File: src/rtl/mfcc_pkg.sv
// Shared constants, types and the CRC-8 byte update for the measurement frame checker.
package mfcc_pkg;

  localparam logic [7:0] CRC_POLY   = 8'h31;
  localparam logic [7:0] CRC_INIT   = 8'hFF;
  localparam int         WORD_COUNT = 3;
  localparam int         GRP_W      = 3;
  localparam logic [1:0] OFF_CHECK  = 2'd2;

  typedef logic [WORD_COUNT-1:0][31:0] word_arr_t;

  typedef struct packed {
    logic             last;
    logic             failed;
    logic [GRP_W-1:0] bad_grp;
  } res_t;

  function automatic logic [7:0] crc8_next(input logic [7:0] crc, input logic [7:0] b);
    logic [7:0] c;
    c = crc ^ b;
    for (int k = 0; k < 8; k++) begin
      c = c[7] ? ({c[6:0], 1'b0} ^ CRC_POLY) : {c[6:0], 1'b0};
    end
    return c;
  endfunction

endpackage

File: src/rtl/mfcc_frame_core.sv
// Frame position tracking, per-group CRC check, word assembly and commit of good words.
module mfcc_frame_core import mfcc_pkg::*; #(
  parameter int FRAME_BYTES = 18
) (
  input  logic       clk_i,
  input  logic       rst_ni,
  input  logic       stb_i,
  input  logic [7:0] byte_i,
  input  logic       start_i,
  output res_t       res_o,
  output word_arr_t  words_o
);

  localparam int PosW = $clog2(FRAME_BYTES);

  logic [PosW-1:0]  pos_q, pos_d, pos;
  logic [1:0]       off_q, off_d, off;
  logic [GRP_W-1:0] grp_q, grp_d, grp;
  logic [7:0]       crc_q, crc_d, crc_in;
  logic             failed_q, failed_d;
  logic [GRP_W-1:0] first_q, first_d;
  word_arr_t        pend_q, pend_d, good_q, good_d;
  logic [1:0]       widx;
  logic             last;

  always_comb begin
    pos  = start_i ? '0 : pos_q;
    off  = start_i ? '0 : off_q;
    grp  = start_i ? '0 : grp_q;
    widx = grp[2:1];
    last = (pos == PosW'(FRAME_BYTES - 1));

    failed_d = (pos == '0) ? 1'b0 : failed_q;
    first_d  = (pos == '0) ? '0 : first_q;
    pend_d   = (pos == '0) ? '0 : pend_q;
    crc_in   = (off == '0) ? CRC_INIT : crc_q;
    crc_d    = CRC_INIT;

    if (off != OFF_CHECK) begin
      crc_d = crc8_next(crc_in, byte_i);
      for (int i = 0; i < WORD_COUNT; i++) begin
        if (widx == 2'(i)) begin
          pend_d[i] = {pend_d[i][23:0], byte_i};
        end
      end
    end else if (crc_q != byte_i && !failed_d) begin
      failed_d = 1'b1;
      first_d  = grp;
    end

    if (last) begin
      pos_d = '0;
      off_d = '0;
      grp_d = '0;
    end else begin
      pos_d = PosW'(pos + 1'b1);
      off_d = (off == OFF_CHECK) ? 2'd0 : 2'(off + 1'b1);
      grp_d = (off == OFF_CHECK) ? GRP_W'(grp + 1'b1) : grp;
    end

    good_d = (last && !failed_d) ? pend_d : good_q;

    res_o.last    = last;
    res_o.failed  = failed_d;
    res_o.bad_grp = failed_d ? first_d : '0;
  end

  always_ff @(posedge clk_i or negedge rst_ni) begin
    if (!rst_ni) begin
      pos_q    <= '0;
      off_q    <= '0;
      grp_q    <= '0;
      crc_q    <= CRC_INIT;
      failed_q <= 1'b0;
      first_q  <= '0;
      pend_q   <= '0;
      good_q   <= '0;
    end else if (stb_i) begin
      pos_q    <= pos_d;
      off_q    <= off_d;
      grp_q    <= grp_d;
      crc_q    <= crc_d;
      failed_q <= failed_d;
      first_q  <= first_d;
      pend_q   <= pend_d;
      good_q   <= good_d;
    end
  end

  assign words_o = good_q;

endmodule

File: src/rtl/measurement_frame_crc_checker_unit.sv
// Top level of the measurement frame checker: input register, frame core, result register.
// Accepts one response byte per cycle, sustained while no result is stalled, with no
// bubbles between frames. Each accepted byte is held in an input register, then the frame
// core updates the CRC-8 of its group (one unrolled byte step), assembles the data words
// and, on the last byte of a frame, loads the result register, which is offered once the
// last byte leaves the input register. Only a stalled result holds back a last byte,
// stalling the input. A frame_start byte restarts the frame, dropping any partial one.
module measurement_frame_crc_checker_unit import mfcc_pkg::*; #(
  parameter int FRAME_BYTES = 18
) (
  input  logic             clk_i,
  input  logic             rst_ni,
  input  logic             in_valid_i,
  output logic             in_stall_o,
  input  logic [7:0]       data_byte_i,
  input  logic             frame_start_i,
  output logic             out_valid_o,
  input  logic             out_stall_i,
  output logic [31:0]      co2_bits_o,
  output logic [31:0]      temperature_bits_o,
  output logic [31:0]      humidity_bits_o,
  output logic             frame_status_o,
  output logic [GRP_W-1:0] bad_group_o
);

  logic             s1_vld_q;
  logic [7:0]       s1_byte_q;
  logic             s1_start_q;
  logic             out_vld_q;
  logic             status_q;
  logic [GRP_W-1:0] bad_q;
  logic             out_free, s1_go, in_take;
  res_t             res;
  word_arr_t        words;

  mfcc_frame_core #(
    .FRAME_BYTES(FRAME_BYTES)
  ) u_core (
    .clk_i  (clk_i),
    .rst_ni (rst_ni),
    .stb_i  (s1_go),
    .byte_i (s1_byte_q),
    .start_i(s1_start_q),
    .res_o  (res),
    .words_o(words)
  );

  assign out_free   = !out_vld_q || !out_stall_i;
  assign s1_go      = s1_vld_q && (!res.last || out_free);
  assign in_stall_o = s1_vld_q && !s1_go;
  assign in_take    = in_valid_i && !in_stall_o;

  always_ff @(posedge clk_i or negedge rst_ni) begin
    if (!rst_ni) begin
      s1_vld_q  <= 1'b0;
      out_vld_q <= 1'b0;
    end else begin
      if (in_take || s1_go) begin
        s1_vld_q <= in_take;
      end
      if (s1_go && res.last) begin
        out_vld_q <= 1'b1;
      end else if (!out_stall_i) begin
        out_vld_q <= 1'b0;
      end
    end
  end

  always_ff @(posedge clk_i) begin
    if (in_take) begin
      s1_byte_q  <= data_byte_i;
      s1_start_q <= frame_start_i;
    end
    if (s1_go && res.last) begin
      status_q <= res.failed;
      bad_q    <= res.bad_grp;
    end
  end

  assign out_valid_o        = out_vld_q;
  assign co2_bits_o         = words[0];
  assign temperature_bits_o = words[1];
  assign humidity_bits_o    = words[2];
  assign frame_status_o     = status_q;
  assign bad_group_o        = bad_q;

  a_pass_no_group: assert property (@(posedge clk_i) disable iff (!rst_ni)
    out_vld_q && !status_q |-> bad_q == '0)
    else $error("passing frame reports a failing group");

  a_group_range: assert property (@(posedge clk_i) disable iff (!rst_ni)
    out_vld_q |-> bad_q <= GRP_W'((FRAME_BYTES - 1) / 3))
    else $error("failing group beyond frame");

  a_result_source: assert property (@(posedge clk_i) disable iff (!rst_ni)
    $rose(out_vld_q) |-> $past(s1_vld_q))
    else $error("result without a byte in the input register");

  a_stall_only_full: assert property (@(posedge clk_i) disable iff (!rst_ni)
    in_stall_o |-> s1_vld_q && out_vld_q && out_stall_i)
    else $error("input stalled without a held result");

endmodule
File: config.mk
export PLATFORM = sky130hd
export DESIGN_NAME = measurement_frame_crc_checker_unit
export DESIGN_NICKNAME = d
export VERILOG_FILES = /design/src/rtl/mfcc_pkg.sv /design/src/rtl/mfcc_frame_core.sv /design/src/rtl/measurement_frame_crc_checker_unit.sv
export SDC_FILE = /design/constraint.sdc
export NUM_CORES = 1
export LEC_CHECK = 0
export ABC_AREA = 1
export BUFFER_PORTS_ARGS = -buffer_cell sky130_fd_sc_hd__buf_2
export CAP_MARGIN = 10
export CORE_ASPECT_RATIO = 0.6
export CORE_MARGIN = 2
export CORE_UTILIZATION = 40
export CTS_BUF_LIST = sky130_fd_sc_hd__clkbuf_8
export CTS_CLUSTER_SIZE = 12
export DETAILED_ROUTE_END_ITERATION = 8
export PLACE_DENSITY = 0.67
export REMOVE_ABC_BUFFERS = 1
export SYNTH_ARGS = -nofsm -noshare
export SYNTH_HDL_FRONTEND = slang
export SYNTH_HIERARCHICAL = 1
export SYNTH_SLANG_ARGS = --single-unit
File: constraint.sdc
create_clock -name clk_i -period 6.7 [get_ports clk_i]
set_clock_uncertainty 0.15 [all_clocks]
set_input_delay 0.67 -clock clk_i [delete_from_list [all_inputs] [get_ports clk_i]]
set_output_delay 0.67 -clock clk_i [all_outputs]
set_load 0.01 [all_outputs]
# Word level (Yosys, flattened, before mapping)
# Index checks and enable logic that the tools add are counted.
[word_totals]
output_inout_bits = 102
regBits = 229
inputBits = 13
elab_cells = 88
[classes]
bitwise = 9
addsub = 3
n_eq_ne = 7
reduce_logical = 20
n_mux = 31
[ops]
columns = ["op", "count"]
rows = [
  ["96-bit two-way mux", 2],
  ["32-bit two-way mux", 3],
  ["6-bit two-way mux", 8],
  ["3-bit inverter", 8],
  ["3-bit two-way mux", 6],
  ["8-bit two-way mux", 2],
  ["5-bit two-way mux", 2],
  ["8-bit != test", 1],
  ["8-bit bitwise XOR", 1],
  ["1-bit zero test", 7],
  ["1-bit logical AND", 6],
  ["2-bit two-way mux", 3],
  ["5-bit by 1-bit adder with 5-bit output (second input constant)", 1],
  ["5-bit == test (second input constant)", 1],
  ["5-bit zero test", 1],
  ["1-bit two-way mux", 5],
  ["2-bit == test (second input constant)", 2],
  ["2-bit zero test", 2],
  ["3-bit by 1-bit adder with 3-bit output (second input constant)", 1],
  ["1-bit logical OR", 3],
  ["2-bit by 1-bit adder with 2-bit output (second input constant)", 1],
  ["2-bit by 1-bit == test with 1-bit output (second input constant)", 1],
  ["2-bit by 1-bit != test with 1-bit output (second input constant)", 1],
  ["2-bit != test (second input constant)", 1],
  ["2-bit AND reduction", 1],
]

# Logic depth before layout (Yosys ltp)
# Gate-level depths: netlist of run 1.
[depth]
ltp_word = 21
mapped_depth = 20

# Hierarchy
# The synthesis of run 1 kept the hierarchy.
[modules_own_cells]
columns = ["mod", "cells_per_inst", "area_each_um2", "instances"]
rows = [
  ["mfcc_frame_core", 1210, 10299.9, 1],
  ["measurement_frame_crc_checker_unit", 27, 496.7, 1],
]

# Worst setup path before layout of run 1
# No wires, ideal clock.
[synth_path]
path_kind = "reg-to-reg"
startpoint = "reg s1_start_q"
endpoint = "reg u_core.off_q[0]"
stages_incl_launch_ff = 18
t_arrival_ns = 2.925
setup_ns = 0.084
setup_slack_ns = 3.541
path_cell_list = "edfxtp_1 buf_6 nor2_1 ha_1 nand4_1 inv_1 clkbuf_1 buf_2 buf_4 nand3_2 nand2_1 inv_1 inv_1 clkbuf_1 clkbuf_1 clkbuf_1 nand2_1 o21ai_0"
[synth_between]
elab_chain_cells = 5
[synth_rtl]
columns = ["element", "line", "source"]
rows = [
  ["start: declaration", "measurement_frame_crc_checker_unit.sv:28", "logic s1_start_q;"],
  ["start signal: assignment", "measurement_frame_crc_checker_unit.sv:72", "s1_start_q <= frame_start_i;"],
  ["5-bit two-way mux", "mfcc_frame_core.sv:27", "pos = start_i ? '0 : pos_q;"],
  ["5-bit == test", "mfcc_frame_core.sv:31", "last = (pos == PosW'(FRAME_BYTES - 1));"],
  ["via u_core.last", "mfcc_frame_core.sv:24", "logic last;"],
  ["1-bit zero test", "measurement_frame_crc_checker_unit.sv:49", "assign s1_go = s1_vld_q && (!res.last || out_free);"],
  ["1-bit logical OR", "measurement_frame_crc_checker_unit.sv:49", ""],
  ["1-bit logical AND", "measurement_frame_crc_checker_unit.sv:49", ""],
  ["via s1_go", "measurement_frame_crc_checker_unit.sv:32", "logic out_free, s1_go, in_take;"],
  ["end signal: assignment", "mfcc_frame_core.sv:71", "off_q <= '0;"],
  ["end signal: assignment", "mfcc_frame_core.sv:80", "off_q <= off_d;"],
  ["end: declaration", "mfcc_frame_core.sv:17", "logic [1:0] off_q, off_d, off;"],
]
# The timed path passes the listed nets, and every way through them passes these cells.
# A chain may end at the register's enable or synchronous reset.

==> results of run 1 <==
## cells in the final DEF, fill, tap and decap left out, types with 8 or more instances in the layout
cell      count
o21ai_2      60
clkbuf_8     40
edfxtp_1     13
buf_2       113
o21ai_1      27
buf_4        11
o211ai_1     58
nand3_1      60
o22ai_1       8
nand2_1     412
xor2_1        8
dfstp_2       8
o21ai_0     107
nor2_1       32
inv_1       104
inv_2        12
dfrtp_1     208
or2_2        14
## cells by family (layout without fill, tap and decap cells)
group	Yosys count	count (layout)	share of synthesized area
adders and majority gates	4	4	0.004636
AOI/OAI and AO/OA	276	276	0.1653
buffers and inverters	183	289	0.08193
DFF	229	229	0.5377
and+or+nand+nor	531	531	0.1991
xor gates and xnor gates	14	14	0.01136
## metal layers
metal  vias to the layer above  GRT usage  part of all wire
met5                         -          0                 0
met4                         0    0.04528             0.017
met3                        43    0.04051             0.067
met2                       250     0.2511              0.41
met1                      3984     0.2867              0.51
li1                       4204          -                 -
## cell type report
| class | instances | area share |
|---|---|---|
| inverters | 104 | 0.03269 |
| multi-input cells | 825 | 0.3406 |
| clock buffers | 40 | 0.04551 |
| flip-flops and latches | 229 | 0.4799 |
| well taps | 360 | 0.03724 |
| repair buffers | 125 | 0.05482 |
| clock inverters | 20 | 0.009206 |
## stage by stage
step           total power (W)  TNS (ns)  worst slack (ns)  utilization
3_5_place_dp          0.001998         0             2.392       0.4319
2_1_floorplan         0.001843    -73.19           -0.8034            -
3_3_place_gp          0.001986         0             2.547       0.4319
5_1_grt               0.003277         0             1.968       0.4569
6_report              0.003097         0             2.379       0.4569
4_1_cts               0.003142         0             2.370       0.4569
## critical path, cell delays in order, from the launching register on
cell and delay [ns]:
edfxtp_1 0.56, nor2_1 0.31, ha_1 0.20, nand4_1 0.12, inv_1 0.11, nand3_2 0.09, nand2_1 0.09, inv_2 0.05
inv_4 0.50, nor2_4 0.34, nand2_8 0.51, buf_4 0.87, nand2_1 0.18, o21ai_2 0.10
## how the worst max path moves through the flow
stage | startpoint | endpoint | slack [ns] | depth (start not counted)
6_report | s1_start_q$_DFFE_PP_ | u_core/words_o[9]$_DFFE_PN0P_ | 2.38 | 13
5_1_grt | s1_start_q$_DFFE_PP_ | u_core/words_o[39]$_DFFE_PN0P_ | 1.97 | 13
4_1_cts | s1_start_q$_DFFE_PP_ | u_core/words_o[59]$_DFFE_PN0P_ | 2.37 | 13
3_5_place_dp | s1_start_q$_DFFE_PP_ | u_core/words_o[59]$_DFFE_PN0P_ | 2.39 | 13
3_3_place_gp | s1_start_q$_DFFE_PP_ | u_core/words_o[49]$_DFFE_PN0P_ | 2.55 | 13
2_1_floorplan | s1_start_q$_DFFE_PP_ | u_core/words_o[10]$_DFFE_PN0P_ | -0.80 | 12
## state kept, by name, summed over array words and instances (netlist names)
| name | count |
|---|---|
| u_core/first_q | 3 |
| u_core/pend_q | 96 |
| s1_start_q | 1 |
| u_core/failed_q | 1 |
| s1_byte_q | 8 |
| u_core/crc_q | 8 |
| u_core/off_q | 2 |
| s1_vld_q | 1 |
| out_valid_o | 1 |
| u_core/words_o | 96 |
| u_core/pos_q | 5 |
| bad_group_o | 3 |
| frame_status_o | 1 |
| u_core/grp_q | 3 |
## power by group through the flow
stage          sequential [W]  combinational [W]  clock, W
6_report              0.00154           0.000440   0.00112
5_1_grt               0.00155           0.000500   0.00123
4_1_cts               0.00153           0.000441   0.00117
3_5_place_dp          0.00156           0.000440         0
3_3_place_gp          0.00156           0.000430         0
2_1_floorplan         0.00155           0.000293         0
==> results.cfg, run 1 <==
[final_layout]
antenna_cells = 0
syn_to_final_growth_pct = 12.04
postLayoutCellArea_um2 = 12100
final_layout_size_suffix_gt1_frac = 0.2063
nets = 1338
num-fill-cells = 2603
regArea_um2 = 5806
multi_input_area_um2 = 4120
final_cells = 1703

[die]
die_w_um = 216.1
rows = 46
die_area_um2 = 28370
initial_utilization = 0.4078
core_um2 = 26480
ios = 115
die_h_um = 131.3

[synth]
async_reset_ff_frac = 0.9432
syn_inst = 1237
synthesis.area_um2 = 10800
synth-seq-area-share = 0.5377
syn_avg_cell_area_um2 = 8.728
synth_top_cells_by_area = dfrtp_1 (48%), nand2_1 (14%), o21ai_0 (5.0%), o21ai_2 (4.9%), o211ai_1 (4.0%)
ys.flop_type = dfrtp_1
synth.ff_latch_count = 229
synth_warnings = 6
synthTopCellsByCount = nand2_1 (412), dfrtp_1 (208), o21ai_0 (107), inv_1 (92)
yosys.area.top_type = dfrtp_1
synth_most_common_cell = nand2_1
synth_edf_count = 13
synthDominantCellAreaShare = 0.4821
synth_cell_types = 37

[timing]
max_slew.worst_pin.slew_ns = 1.116
hold_viol_final = 0
period_needed_ns = 4.321
slew_headroom = 0.2530
setup_viol = 0
rsz0062_at_grt = false
slew_violations = 0
fmax_mhz = 231.4
whs_ns = 0.03913
finalCritPeriodShare = 0.6450

[pwr]
ir_worst_vdd_mv = 0.1254
power_density_nw_per_um2 = 256.0
p_int_w = 0.002195
p_clk_frac = 0.362
switching_power_w = 0.0009019
p_comb_frac = 0.142
p_leak_nw = 5.896
seq_power_share = 0.496
netSwitchingFraction = 0.2912

[worst_setup_path]
reg2reg_slack_ns = 2.38
start_kind = register
crit-reg2reg-launch = s1_start_q$_DFFE_PP_
ff2ff_path_depth = 13
arrival_ns = 4.62
r2r-end = u_core/words_o[9]$_DFFE_PN0P_
path_class = register to register
worstPathMaxFanout = 84
required_ns = 7.00
end_kind = register

[global_route]
gr-total-overflow = 0
antenna_found_initial = 0
grt_usage = 0.1825
grt_pass1_wl_um = 42150
grt_pass1_vias = 7910
grt_max_degree = 112

[placement]
place_inst = 1643
io_buffers = 114
routabilityCongestion = 0.8760
hpwl_um = 16390
dpl-instance-area_um2 = 11430

[route]
viasPerCell = 4.980
drc = 0
finalWirelength_um = 25650
dr.pass1.iters = 5
vias = 8481
drtIter0Drc = 861
wl_per_cell_um = 15.06
ant_nets = 0

[clocking]
tritoncts = done
clock-root-buffer = clkbuf_8
cts_hold_buffers = 0
clock-sinks = 229
cts_setup_buffers = 0
cts_buffers = 36
clockBufferDepth = 3
postCtsResizedCells = 0
path_clk_slew_ns = 0.06
cts.htree.levels = 2
clk-insertion-delay-late_ns = 0.54

[job]
maxCapViolations = 0

[run_status]
outcome = complete, no violations

[worst_hold_path]
hold_path_class = input port to asynchronous set/reset pin
(Power assumes the default switching activity.)
==> run 2: changes to the inputs <==
--- a/config.mk
+++ b/config.mk
@@ -14,7 +14,7 @@
 export CTS_BUF_LIST = sky130_fd_sc_hd__clkbuf_8
 export CTS_CLUSTER_SIZE = 12
 export DETAILED_ROUTE_END_ITERATION = 8
-export PLACE_DENSITY = 0.67
+export PLACE_DENSITY = 0.69
 export REMOVE_ABC_BUFFERS = 1
 export SYNTH_ARGS = -nofsm -noshare
 export SYNTH_HDL_FRONTEND = slang
==> constraint.sdc (replaced) <==
create_clock -name clk_i -period 3.45 [get_ports clk_i]
set_clock_uncertainty 0.15 [all_clocks]
set_input_delay 0.345 -clock clk_i [delete_from_list [all_inputs] [get_ports clk_i]]
set_output_delay 0.345 -clock clk_i [all_outputs]
set_load 0.01 [all_outputs]
==> results.cfg, run 2 (synthesis gave the netlist of run 1 again) <==
[clocking]
cts_setup_buffers = 0
clockBufferDepth = 3
clock-root-buffer = clkbuf_8
clock-sinks = 229
cts_buffers = 37
tritoncts = done
path_clk_slew_ns = 0.06
cts.htree.levels = 2
postCtsResizedCells = 0
clk-insertion-delay-late_ns = 0.56

[worst_setup_path]
crit-reg2reg-launch = s1_start_q$_DFFE_PP_
arrival_ns = 3.33
reg2reg_slack_ns = 0.45
ff2ff_path_depth = 14
start_kind = register
end_kind = register
r2r-end = u_core/crc_q[0]$_DFFE_PN1P_
endpoint = u_core/crc_q[0]$_DFFE_PN1P_
critPathLaunch = s1_start_q$_DFFE_PP_
worstPathMaxFanout = 55
path_class = register to register
required_ns = 3.78

[route]
viasPerCell = 4.995
wl_per_cell_um = 15.14
met3WireLength_um = 1542
dr_wl_met2_um = 11120
dr.pass1.iters = 6
ant_nets = 0
drc = 0
vias = 8641
finalWirelength_um = 26200
wirelength_met1_um = 13230
drtIter0Drc = 1001
highest_layer = met4

[global_route]
grt_pass1_vias = 8287
grt_usage = 0.1902
antenna_found_initial = 0
gr-total-overflow = 0
grt_max_degree = 166
grt_pass1_wl_um = 43910

[pwr]
power_density_nw_per_um2 = 507.7
ir_worst_vdd_mv = 0.1934
p_leak_nw = 6.046

[timing]
period_needed_ns = 2.999
fmax_mhz = 333.5
setup_viol = 0
slew_headroom = 0.5392
rsz0062_at_grt = false
whs_ns = 0.2337
max_slew.worst_pin.slew_ns = 0.6911
slew_violations = 0
finalCritPeriodShare = 0.8691
hold_viol_final = 0

[final_layout]
nets = 1361
antenna_cells = 0
layout_commonest_cell = nand2_1
utilization = 0.4703
layout_common_cells = nand2_1 (412), dfrtp_1 (208), buf_2 (113)
final_layout_size_suffix_gt1_frac = 0.2146
syn_to_final_growth_pct = 15.33
num-fill-cells = 2623

[die]
rows = 46
die_area_um2 = 28370
die_w_um = 216.1
initial_utilization = 0.4078
die_h_um = 131.3
core_um2 = 26480
ios = 115

[job]
maxCapViolations = 0

[placement]
hpwl_um = 16720
io_buffers = 114
routabilityCongestion = 0.8493

[run_status]
outcome = complete, no violations

[worst_hold_path]
hold_path_class = input port to asynchronous set/reset pin
==> run 2: critical path: stages, from the launching register on <==
cell and delay [ns]:
edfxtp_1 0.55, nor2_1 0.23, inv_1 0.08, ha_1 0.20
nand4_1 0.12, inv_1 0.14, nand3_2 0.12, nand2_1 0.07
inv_2 0.08, buf_4 0.50, nand2_1 0.24, inv_1 0.21
nand3_1 0.09, o21ai_0 0.07, inv_1 0.06
==> run 2: worst min path at each step <==
stage / slack (ns) / start / endpoint
floorplan: -0.10 / rst_ni / out_valid_o$_DFFE_PN0P_
global placement: 0.26 / rst_ni / u_core/words_o[10]$_DFFE_PN0P_
detailed placement: 0.26 / rst_ni / u_core/words_o[10]$_DFFE_PN0P_
CTS: 0.25 / rst_ni / u_core/words_o[4]$_DFFE_PN0P_
global route: 0.28 / rst_ni / u_core/pend_q[0]$_DFFE_PN0P_
finish: 0.23 / rst_ni / u_core/words_o[10]$_DFFE_PN0P_
==> run 2: repair_timing <==
item,CTS,global route
hold buffers,13,0
setup endpoints to repair,0,0
hold endpoints to repair,93,0
==> run 2: report_power, final <==
group          switching (W)  leakage, nW  internal [W]
Combinational       0.000628         2.54      0.000276
Clock                0.00109        0.430       0.00135
Sequential         0.0000995         3.08       0.00288
==> run 2: metrics by stage <==
step                power (W)  cells  cell area, µm²  setup WS (ns)  setup TNS (ns)
floorplan            0.003579   1158           10300         -4.053         -540.67
global placement     0.003892   1652           11550         0.6501               0
detailed placement   0.003911   1652           11550         0.5142               0
CTS                  0.006408   1730           12450         0.4823               0
global route         0.006688   1730           12450        0.09420               0
finish               0.006322   1730           12450         0.4514               0
==> run 2: final cells by class <==
cell class	instances	area, µm²	area share
Clock inverter	19	136.4	0.01095
Timing Repair Buffer	147	910.9	0.07315
Sequential cell	229	5806	0.4662
Tap cell	360	450.4	0.03617
Inverter	104	395.4	0.03175
Multi-Input combinational cell	825	4120	0.3309
Clock buffer	46	633.1	0.05084
==> run 2: routing by layer <==
layer	vias up	track usage
li1	4267	-
met1	4133	0.2917
met2	216	0.2691
met3	25	0.04352
met4	0	0.04680
met5	-	0
==> run 3: changes to the inputs <==
--- a/config.mk
+++ b/config.mk
@@ -14,7 +14,7 @@
 export CTS_BUF_LIST = sky130_fd_sc_hd__clkbuf_8
 export CTS_CLUSTER_SIZE = 12
 export DETAILED_ROUTE_END_ITERATION = 8
-export PLACE_DENSITY = 0.69
+export PLACE_DENSITY = 0.67
 export REMOVE_ABC_BUFFERS = 1
 export SYNTH_ARGS = -nofsm -noshare
 export SYNTH_HDL_FRONTEND = slang
==> constraint.sdc (replaced) <==
create_clock -name clk_i -period 3 [get_ports clk_i]
set_clock_uncertainty 0.15 [all_clocks]
set_input_delay 0.3 -clock clk_i [delete_from_list [all_inputs] [get_ports clk_i]]
set_output_delay 0.3 -clock clk_i [all_outputs]
set_load 0.01 [all_outputs]
==> results.cfg, run 3 (synthesis gave the netlist of run 1 again) <==
[die]
die_w_um = 216.1
ios = 115
die_h_um = 131.3
rows = 46
core_um2 = 26480
die_area_um2 = 28370
initial_utilization = 0.4078

[final_layout]
syn_to_final_growth_pct = 15.71
multi_input_area_um2 = 4120
final_layout_size_suffix_gt1_frac = 0.2176
regArea_um2 = 5806
layout_commonest_cell = nand2_1
layout_common_cells = nand2_1 (412), dfrtp_1 (208), buf_2 (113)
nets = 1364
num-fill-cells = 2575
antenna_cells = 0

[route]
viasPerCell = 5.006
drc = 0
drtIter0Drc = 846
ant_nets = 0
finalWirelength_um = 27210
wl_per_cell_um = 15.69
vias = 8681
dr.pass1.iters = 5

[clocking]
clockBufferDepth = 3
cts_buffers = 36
clock-root-buffer = clkbuf_8
path_clk_slew_ns = 0.07
postCtsResizedCells = 0
tritoncts = done
clk-insertion-delay-late_ns = 0.55
clock-sinks = 229
cts.htree.levels = 2
cts_setup_buffers = 0

[worst_setup_path]
end_kind = register
path_class = register to register
cpPeakStageDelay_ns = 0.41
worstPathMaxFanout = 31
arrival_ns = 2.94
cp_cell_sequence = nor2_1 > inv_1 > ha_1 > nand4_1 > inv_1 > nand3_2 > nand2_1 > inv_2 > buf_4 > nand2_1 > inv_1 > nand3_1 > o21ai_0 > inv_1
crit_top_cell = inv_1
required_ns = 3.33
critPathSlowestCell = edfxtp_1
start_kind = register

[timing]
fmax_mhz = 383.6
slew_headroom = 0.5070
slew_violations = 0
hold_viol_final = 0
max_slew.worst_pin.slew_ns = 0.7395
setup_slack_ns = 0.3931
period_needed_ns = 2.607
rsz0062_at_grt = false
finalCritPeriodShare = 0.8690
setup_viol = 0

[placement]
hpwl_um = 17470
dpl_worst_slack_ns = 0.4144
routabilityCongestion = 0.8668
io_buffers = 114

[global_route]
grt_pass1_wl_um = 44880
gr-total-overflow = 0
grt_usage = 0.1953
antenna_found_initial = 0
grt_max_degree = 166
grt_pass1_vias = 8431

[pwr]
ir_worst_vdd_mv = 0.3236
power_density_nw_per_um2 = 581.0
p_leak_nw = 6.071
power_w = 0.007258

[worst_hold_path]
hold_path_class = input port to asynchronous set/reset pin

[run_status]
outcome = complete, no violations

[job]
maxCapViolations = 0
## run 3: stage by stage
step | cells | hold slack [ns] | setup TNS, ns | instance area [µm²] | utilization
3_3_place_gp | 1656 | 0.2262 | 0 | 11610 | 0.4384
3_5_place_dp | 1656 | 0.2290 | 0 | 11610 | 0.4384
2_1_floorplan | 1158 | -0.1456 | -627.72 | 10300 | -
5_1_grt | 1734 | 0.2811 | 0 | 12490 | 0.4719
6_report | 1734 | 0.2090 | 0 | 12490 | 0.4719
4_1_cts | 1734 | 0.2317 | 0 | 12490 | 0.4719
## run 3: what timing repair did
action | in CTS | in global routing
endpoints found under the hold margin | 96 | 0
endpoints found under the setup margin | 0 | 0
hold buffers | 13 | 0
## run 3: final timing paths
path / from / end / slack, ns / depth (start not counted)
max: s1_start_q$_DFFE_PP_ / u_core/crc_q[4]$_DFFE_PN1P_ / 0.39 / 14
min: rst_ni / u_core/words_o[9]$_DFFE_PN0P_ / 0.21 / 2
max reg2reg: s1_start_q$_DFFE_PP_ / u_core/crc_q[4]$_DFFE_PN1P_ / 0.39 / 14
min reg2reg: u_core/words_o[15]$_DFFE_PN0P_ / u_core/words_o[15]$_DFFE_PN0P_ / 0.32 / 2
max in group asynchronous: rst_ni / u_core/crc_q[1]$_DFFE_PN1P_ / 1.67 / 3
min in group clk_i: frame_start_i / s1_start_q$_DFFE_PP_ / 0.32 / 2
## run 3: power breakdown
part / internal [W] / switching [W]
combinational: 0.000326 / 0.000730
clock: 0.00148 / 0.00129
sequential: 0.00331 / 0.000117
## run 3: cell type report
| cell class | count | share of cell area |
|---|---|---|
| repair buffers | 151 | 0.07732 |
| inverters | 104 | 0.03165 |
| clock inverters | 15 | 0.005408 |
| multi-input cells | 825 | 0.3298 |
| flip-flops and latches | 229 | 0.4647 |
| clock buffers | 50 | 0.05508 |
| well taps | 360 | 0.03605 |
## run 3: worst max-delay path, delay by kind of cell, from the launching register on
family / cells / cell delay, ns
AO/OA/AOI/OAI: 1 / 0.08
buffers and inverters: 6 / 0.90
adder cells (fa/ha/maj): 1 / 0.21
AND/OR/NAND/NOR: 6 / 0.79
flip-flops: 1 / 0.41
## run 3: metal layers
layer,vias up,GRT usage,share of wire
met5,-,0,0
met4,0,0.04338,0.011
met3,31,0.04190,0.064
met2,280,0.2771,0.42
met1,4116,0.3025,0.51
li1,4254,-,-
